[src/rtph264_pkg.sv]
`timescale 1ns / 1ps

package rtph264_pkg;

    // Configuration register indexes
    localparam logic [2:0] REG_SSRC       = 3'd0;
    localparam logic [2:0] REG_START_SEQ  = 3'd1;
    localparam logic [2:0] REG_START_TS   = 3'd2;
    localparam logic [2:0] REG_TS_STEP    = 3'd3;
    localparam logic [2:0] REG_SINGLE_MAX = 3'd4;
    localparam logic [2:0] REG_FRAG_MAX   = 3'd5;

    // Configuration reset values
    localparam logic [31:0] TS_STEP_RESET    = 32'd3600;
    localparam logic [15:0] SINGLE_MAX_RESET = 16'd1448;
    localparam logic [15:0] FRAG_MAX_RESET   = 16'd1446;

    // RTP and FU-A header constants
    localparam logic [7:0] RTP_VER_BYTE  = 8'h80;
    localparam logic [6:0] RTP_PT        = 7'd96;
    localparam logic [7:0] FU_NRI_MASK   = 8'hE0;
    localparam logic [7:0] FU_A_TYPE     = 8'd28;
    localparam logic [4:0] NAL_TYPE_BITS = 5'h1F;

    // Byte positions within one packet sequence
    localparam logic [3:0] IDX_FIRST   = 4'd0;
    localparam logic [3:0] IDX_FU_IND  = 4'd12;
    localparam logic [3:0] IDX_FU_HDR  = 4'd13;
    localparam logic [3:0] SINGLE_LAST = 4'd12;
    localparam logic [3:0] FU_LAST     = 4'd14;
    localparam logic [3:0] PLAIN_START = 4'd14;

    // One pending emission: header fields snapshot plus the payload byte
    typedef struct packed {
        logic [3:0]  idx;
        logic [3:0]  last;
        logic        marker;
        logic [15:0] seq;
        logic [31:0] ts;
        logic [7:0]  fu_ind;
        logic [7:0]  fu_hdr;
        logic [7:0]  data;
        logic        pkt_end;
    } job_t;

endpackage

[src/rtp_h264_nal_packetizer.sv]
`timescale 1ns / 1ps
// Channel   | Handshake             | Payload
// ----------+-----------------------+--------------------------------------
// input     | in_valid / in_ready   | nal_byte, nal_first, nal_length
// output    | out_valid / out_ready | packet_byte, packet_start, packet_end
// config    | cfg_we                | cfg_index, cfg_data
//
// Each input transaction is decoded into a job register that feeds one packet
// byte per cycle, unless stalled, to the output register. A payload byte gives
// one byte; a byte opening a packet gives 13 (single NAL) or 15 (FU-A), led by
// the 12 RTP header bytes. A NAL header byte in fragment mode is only stored.
// Reset clears all control state and loads the configuration defaults.
// out_ready low stalls the job register and, through in_ready, the input.

module rtp_h264_nal_packetizer
    import rtph264_pkg::*;
(
    input  logic        clk,
    input  logic        rst_n,
    input  logic        cfg_we,
    input  logic [2:0]  cfg_index,
    input  logic [31:0] cfg_data,
    input  logic        in_valid,
    output logic        in_ready,
    input  logic [7:0]  nal_byte,
    input  logic        nal_first,
    input  logic [15:0] nal_length,
    output logic        out_valid,
    input  logic        out_ready,
    output logic [7:0]  packet_byte,
    output logic        packet_start,
    output logic        packet_end
);

    // Configuration registers
    logic [31:0] ssrc_reg;
    logic [31:0] ts_step_reg,    ts_step_next;
    logic [15:0] single_max_reg, single_max_next;
    logic [15:0] frag_max_reg,   frag_max_next;
    logic [31:0] ssrc_next;

    // Packetizer state
    logic [15:0] seq_count_reg,  seq_count_next;
    logic [31:0] run_ts_reg,     run_ts_next;
    logic        frag_mode_reg,  frag_mode_next;
    logic [7:0]  saved_hdr_reg,  saved_hdr_next;
    logic [15:0] pay_rem_reg,    pay_rem_next;
    logic [15:0] frag_rem_reg,   frag_rem_next;
    logic        first_frag_reg, first_frag_next;

    // Job and output registers
    logic        job_valid_reg, job_valid_next;
    job_t        job_reg, job_next;
    logic        out_valid_reg, out_valid_next;
    logic [7:0]  out_byte_reg,  out_byte_next;
    logic        out_start_reg, out_start_next;
    logic        out_end_reg,   out_end_next;

    logic        accept;
    logic        out_load;
    logic        job_at_last;
    logic [7:0]  sel_byte;

    // Decode helpers
    logic [15:0] len_eff;
    logic [15:0] pay_first;
    logic        is_single;
    logic [15:0] fmax;
    logic [15:0] frag_size;
    logic [15:0] pay_dec;
    logic [15:0] fr_eff;
    logic [15:0] fr_dec;
    logic [7:0]  fu_hdr;
    logic [31:0] ts_adv;

    assign job_at_last = (job_reg.idx == job_reg.last);
    assign out_load    = job_valid_reg && (!out_valid_reg || out_ready);
    assign in_ready    = !job_valid_reg || (out_load && job_at_last);
    assign accept      = in_valid && in_ready;

    // Decode the incoming byte against the current state
    assign len_eff   = (nal_length == 16'd0) ? 16'd1 : nal_length;
    assign pay_first = len_eff - 16'd1;
    assign is_single = (len_eff <= single_max_reg);
    assign ts_adv    = run_ts_reg + ts_step_reg;
    assign fmax      = (frag_max_reg == 16'd0) ? 16'd1 : frag_max_reg;
    assign frag_size = (pay_rem_reg < fmax) ? pay_rem_reg : fmax;
    assign pay_dec   = pay_rem_reg - 16'd1;
    assign fr_eff    = (frag_rem_reg == 16'd0) ? frag_size : frag_rem_reg;
    assign fr_dec    = fr_eff - 16'd1;
    assign fu_hdr    = {first_frag_reg, !first_frag_reg && (frag_size == pay_rem_reg),
                        1'b0, saved_hdr_reg[4:0] & NAL_TYPE_BITS};

    // Pick the byte at the current job position
    always_comb
    begin
        sel_byte = 8'h00;
        if (job_at_last)
        begin
            sel_byte = job_reg.data;
        end
        else
        begin
            unique case (job_reg.idx)
                4'd0:       sel_byte = RTP_VER_BYTE;
                4'd1:       sel_byte = {job_reg.marker, RTP_PT};
                4'd2:       sel_byte = job_reg.seq[15:8];
                4'd3:       sel_byte = job_reg.seq[7:0];
                4'd4:       sel_byte = job_reg.ts[31:24];
                4'd5:       sel_byte = job_reg.ts[23:16];
                4'd6:       sel_byte = job_reg.ts[15:8];
                4'd7:       sel_byte = job_reg.ts[7:0];
                4'd8:       sel_byte = ssrc_reg[31:24];
                4'd9:       sel_byte = ssrc_reg[23:16];
                4'd10:      sel_byte = ssrc_reg[15:8];
                4'd11:      sel_byte = ssrc_reg[7:0];
                IDX_FU_IND: sel_byte = job_reg.fu_ind;
                IDX_FU_HDR: sel_byte = job_reg.fu_hdr;
                default:    sel_byte = job_reg.data;
            endcase
        end
    end

    // Next state: configuration writes, transaction decode, byte emission
    always_comb
    begin
        ssrc_next       = ssrc_reg;
        ts_step_next    = ts_step_reg;
        single_max_next = single_max_reg;
        frag_max_next   = frag_max_reg;
        seq_count_next  = seq_count_reg;
        run_ts_next     = run_ts_reg;
        frag_mode_next  = frag_mode_reg;
        saved_hdr_next  = saved_hdr_reg;
        pay_rem_next    = pay_rem_reg;
        frag_rem_next   = frag_rem_reg;
        first_frag_next = first_frag_reg;
        job_valid_next  = job_valid_reg;
        job_next        = job_reg;
        out_valid_next  = out_valid_reg;
        out_byte_next   = out_byte_reg;
        out_start_next  = out_start_reg;
        out_end_next    = out_end_reg;

        // Drop the output once taken, then refill from the job
        if (out_ready)
        begin
            out_valid_next = 1'b0;
        end
        if (out_load)
        begin
            out_valid_next = 1'b1;
            out_byte_next  = sel_byte;
            out_start_next = (job_reg.idx == IDX_FIRST);
            out_end_next   = job_at_last && job_reg.pkt_end;
            if (job_at_last)
            begin
                job_valid_next = 1'b0;
            end
            else
            begin
                job_next.idx = job_reg.idx + 4'd1;
            end
        end

        // Configuration writes must arrive only while idle; the block itself does not enforce this
        if (cfg_we)
        begin
            unique case (cfg_index)
                REG_SSRC:       ssrc_next       = cfg_data;
                REG_START_SEQ:  seq_count_next  = cfg_data[15:0];
                REG_START_TS:   run_ts_next     = cfg_data;
                REG_TS_STEP:    ts_step_next    = cfg_data;
                REG_SINGLE_MAX: single_max_next = cfg_data[15:0];
                REG_FRAG_MAX:   frag_max_next   = cfg_data[15:0];
                default:        ;
            endcase
        end

        // Decode an accepted transaction
        if (accept)
        begin
            job_next.seq    = seq_count_reg;
            job_next.data   = nal_byte;
            job_next.fu_ind = (saved_hdr_reg & FU_NRI_MASK) | FU_A_TYPE;
            job_next.fu_hdr = fu_hdr;
            if (nal_first)
            begin
                run_ts_next   = ts_adv;
                frag_rem_next = 16'd0;
                pay_rem_next  = pay_first;
                if (is_single)
                begin
                    frag_mode_next   = 1'b0;
                    first_frag_next  = 1'b0;
                    seq_count_next   = seq_count_reg + 16'd1;
                    job_valid_next   = 1'b1;
                    job_next.idx     = IDX_FIRST;
                    job_next.last    = SINGLE_LAST;
                    job_next.marker  = 1'b1;
                    job_next.ts      = ts_adv;
                    job_next.pkt_end = (pay_first == 16'd0);
                end
                else
                begin
                    frag_mode_next  = 1'b1;
                    saved_hdr_next  = nal_byte;
                    first_frag_next = 1'b1;
                end
            end
            else if (pay_rem_reg != 16'd0)
            begin
                pay_rem_next   = pay_dec;
                job_valid_next = 1'b1;
                if (!frag_mode_reg)
                begin
                    job_next.idx     = PLAIN_START;
                    job_next.last    = PLAIN_START;
                    job_next.pkt_end = (pay_dec == 16'd0);
                end
                else
                begin
                    frag_rem_next    = fr_dec;
                    job_next.pkt_end = (fr_dec == 16'd0);
                    if (frag_rem_reg == 16'd0)
                    begin
                        // Open a new FU-A fragment
                        seq_count_next  = seq_count_reg + 16'd1;
                        first_frag_next = 1'b0;
                        job_next.idx    = IDX_FIRST;
                        job_next.last   = FU_LAST;
                        job_next.marker = 1'b0;
                        job_next.ts     = run_ts_reg;
                    end
                    else
                    begin
                        job_next.idx  = PLAIN_START;
                        job_next.last = PLAIN_START;
                    end
                end
            end
        end
    end

    // Control and state registers
    always_ff @(posedge clk or negedge rst_n)
    begin
        if (!rst_n)
        begin
            ssrc_reg       <= 32'd0;
            ts_step_reg    <= TS_STEP_RESET;
            single_max_reg <= SINGLE_MAX_RESET;
            frag_max_reg   <= FRAG_MAX_RESET;
            seq_count_reg  <= 16'd0;
            run_ts_reg     <= 32'd0;
            frag_mode_reg  <= 1'b0;
            saved_hdr_reg  <= 8'd0;
            pay_rem_reg    <= 16'd0;
            frag_rem_reg   <= 16'd0;
            first_frag_reg <= 1'b0;
            job_valid_reg  <= 1'b0;
            out_valid_reg  <= 1'b0;
        end
        else
        begin
            ssrc_reg       <= ssrc_next;
            ts_step_reg    <= ts_step_next;
            single_max_reg <= single_max_next;
            frag_max_reg   <= frag_max_next;
            seq_count_reg  <= seq_count_next;
            run_ts_reg     <= run_ts_next;
            frag_mode_reg  <= frag_mode_next;
            saved_hdr_reg  <= saved_hdr_next;
            pay_rem_reg    <= pay_rem_next;
            frag_rem_reg   <= frag_rem_next;
            first_frag_reg <= first_frag_next;
            job_valid_reg  <= job_valid_next;
            out_valid_reg  <= out_valid_next;
        end
    end

    // Payload registers
    always_ff @(posedge clk)
    begin
        job_reg       <= job_next;
        out_byte_reg  <= out_byte_next;
        out_start_reg <= out_start_next;
        out_end_reg   <= out_end_next;
    end

    assign out_valid    = out_valid_reg;
    assign packet_byte  = out_byte_reg;
    assign packet_start = out_start_reg;
    assign packet_end   = out_end_reg;

endmodule

[config.mk]
export PLATFORM = sky130hd
export DESIGN_NAME = rtp_h264_nal_packetizer
export DESIGN_NICKNAME = d
export VERILOG_FILES = /design/src/rtph264_pkg.sv /design/src/rtp_h264_nal_packetizer.sv
export SDC_FILE = /design/constraint.sdc
export NUM_CORES = 1
export LEC_CHECK = 0
export ABC_AREA = 1
export BUFFER_PORTS_ARGS = -buffer_cell sky130_fd_sc_hd__buf_2
export CELL_PAD_IN_SITES_DETAIL_PLACEMENT = 0
export CELL_PAD_IN_SITES_GLOBAL_PLACEMENT = 2
export CORE_ASPECT_RATIO = 1.25
export CORE_MARGIN = 2
export CORE_UTILIZATION = 42
export CTS_BUF_LIST = sky130_fd_sc_hd__clkbuf_8
export DETAILED_ROUTE_END_ITERATION = 8
export PLACE_DENSITY_LB_ADDON = 0.08
export SLEW_MARGIN = 0
export SYNTH_ARGS = -nofsm -noshare
export SYNTH_HDL_FRONTEND = slang
export SYNTH_SLANG_ARGS = --single-unit
[constraint.sdc]
create_clock -name clk -period 8.8 [get_ports clk]
set_input_delay 0.44 -clock clk [delete_from_list [all_inputs] [get_ports clk]]
set_output_delay 0.44 -clock clk [all_outputs]
set_load 0.01 [all_outputs]
==> results.ini <==
[global_route]
gr-total-overflow=0
grt_pass1_wl_um=76400
track_usage_pct=25.9
antenna_found_initial=0
grt_max_degree=72
grt_pass1_vias=13200

[sta]
fin_crit_sh_pct=49.1
tightest_slew_ns=1.09
min_period_ns=4.32
setup_viol=0
skew_ns=0.0323
fmax_mhz=232
hold_viol=0
finalMaxSlewViolations=0
relSlewSlack_pct=26.9
whs_ns=0.0556
final.setup.worst_slack_ns=4.48
setup_tns_ns=0
rsz0062_at_grt=no

[placement]
dpl.hpwl_um=36000
routabilityCongestion=0.869
port_buffers=76
place_area_um2=16500
dp_slack_ns=4.33

[cells_and_area]
drive_gt1_share_pct=11.8
multi_input_area_um2=7390
regArea_um2=7210
final_common_cell=nand2_1
largest_register_ffs=74
stdcell_area_um2=17400
syn2layout_area_growth_pct=11.0
layout.nets=2125
layout_common_cells=nand2_1, o21ai_0, inv_1
n_fill_cell=3717

[power_and_ir_drop]
vdd_drop_max_v=0.000185
pwr-share-clk_pct=18.8
combPwrFrac_pct=47.2
internal_power_mw=3.37
netSwitchingFraction_pct=45.0
p_switching_mw=2.75
pwr-share-seq_pct=34.1
cellPowerDensity_nw_per_um2=351
fin_total_pwr_mw=6.12
p_leak_nw=8.21

[drt]
drtIter0Drc=781
routedWlPerCell_um=19.7
viasPerCell=5.31
drc=0
vias=13300
drt-total-wl_um=49400
ant_nets=0
dr.pass1.iters=5

[clock_tree]
root_buffer=clkbuf_8
cts.sinks=272
cts.clk_slew.worst_paths_ns=0.06
cts_buffers=46
tritoncts=done
post_cts_resize_count=0
clock_latency_ns=0.59
h-tree-depth=2
clockBufferDepth=3

[synth]
synth_edf_count=80
synth.distinct_cells=58
synth_area_leaders=dfrtp_1, edfxtp_1, nand2_1, o21ai_0, ha_1
synth.avg_cell_area_um2=8.16
synth-seq-cells=272
ys_seq_area_share_pct=45.9
netlist.area_leader.share_pct=27.6
syn_nets=2062
synthCells=1923
yosys_warnings=0
synth_ff_type=dfrtp_1
async_flop_share_pct=69.1
syn_area_um2=15700
yosys.area.top_type=dfrtp_1

[run_status]
status=complete, no violations

[worst_setup_path]
path_max_fanout=46
cp_top_family=buffers and inverters
required_ns=9.27
start_kind=flip-flop
cp_slowest_cell=inv_2
cpPeakStageDelay_ns=0.75
cp-end-kind=flip-flop
criticalPathCategory=reg2reg
arrival_ns=4.79
crit_buf_inv=6
crit_chain=nor2_1 -> inv_2 -> o21ai_1 -> nand2_1 -> nand2_1 -> o21ai_1 -> inv_1 -> nand2_1 -> buf_4 -> nor2_2 -> inv_2 -> a21oi_2 -> nand2_2 -> inv_2 -> o21ai_0 -> o21ai_0 -> inv_1

[floorplanning]
rows=79
num_io_pins=77
design.core.area_um2=37100
die_w_um=177
start_util_pct=42.4
die_area_um2=39000
die_height_um=220

[job]
maxCapViolations=0

[worst_hold_path]
hold_path.class=in2reg

power groups by stage:
stage / Combinational (mW) / Clock, mW / Sequential [mW]
after global placement: 2.87 / 0 / 2.09
after CTS: 2.90 / 1.18 / 2.08
after detailed placement: 2.89 / 0 / 2.10
after floorplan: 2.14 / 0 / 1.99
final: 2.89 / 1.15 / 2.08
after global routing: 3.27 / 1.23 / 2.13
worst register-to-register path, stage by stage, from the launching register on:
cell and delay, ns:
dfxtp_1 0.35, nor2_1 0.19, inv_2 0.09, o21ai_1 0.19
nand2_1 0.11, nand2_1 0.14, o21ai_1 0.08, inv_1 0.09
nand2_1 0.06, buf_4 0.28, nor2_2 0.75, inv_2 0.27
a21oi_2 0.22, nand2_2 0.24, inv_2 0.76, o21ai_0 0.22
o21ai_0 0.13, inv_1 0.06
kinds of logic after synthesis:
logic type,after synthesis,share of synthesized area (%)
simple gates,785,21.5
compound gates,448,16.2
buf+inv,289,7.12
flops,272,45.9
fa+ha+maj,74,5.95
xor+xnor,42,2.34
mux,13,0.932
Yosys cell counts (5+ instances only):
library cell and count:
o211ai_1 15, inv_1 206, o22ai_1 14, o21ai_0 249, nor4_1 12, o21ai_1 12, o21a_1 6, nand2_1 489
dfstp_2 15, nand3_1 84, clkbuf_1 61, nor2_2 6, a21oi_1 83, edfxtp_1 80, nand3_2 5, xor2_1 29
dfrtp_1 173, o21bai_1 5, ha_1 73, nand2_4 5, a221oi_1 16, inv_2 9, nand2_2 15, nor3_1 20
xnor2_1 13, a22o_1 20, nand4_1 28, nor2_1 108, mux2_2 13
metrics by stage:
step,instances,utilization (%)
after floorplan,1923,-
after global placement,2423,44.5
after detailed placement,2423,44.5
after CTS,2509,47.0
after global routing,2509,47.0
final,2510,47.0
per-layer routing:
metal,share of wire (%),global-route usage (%),up-vias
li1,-,-,6621
met1,40,30.1,6427
met2,54,49.9,216
met3,2.7,2.82,76
met4,2.6,7.55,0
met5,0,0,-
path summary, 6_finish.rpt:
check                                 start  depth (start not counted)  slack (ns)                end
min in group asynchronous             rst_n                          2        0.40     pay_rem_reg[2]
max in group asynchronous             rst_n                          3        7.00    ts_step_reg[20]
max                             job_reg[80]                         17        4.48  seq_count_reg[10]
min reg2reg                saved_hdr_reg[0]                          0        0.45         job_reg[9]
min                             nal_byte[4]                          1        0.06         job_reg[5]
max reg2reg                     job_reg[80]                         17        4.48  seq_count_reg[10]
area by class of cell:
cell class,instances,share of cell area (%)
flip-flops and latches,272,41.4
clock buffers,57,4.50
well taps,486,3.49
inverters,216,4.65
multi-input cells,1362,42.4
clock inverters,28,0.826
repair buffers,88,2.76
diodes,1,0.0144
repair_timing:
| action | 4_1_cts | 5_1_grt |
|---|---|---|
| hold buffers | 1 | 0 |
| endpoints found under the hold margin | 55 | 0 |
| buffers inserted | 0 | 0 |
Power figures use the tool's default switching activity.
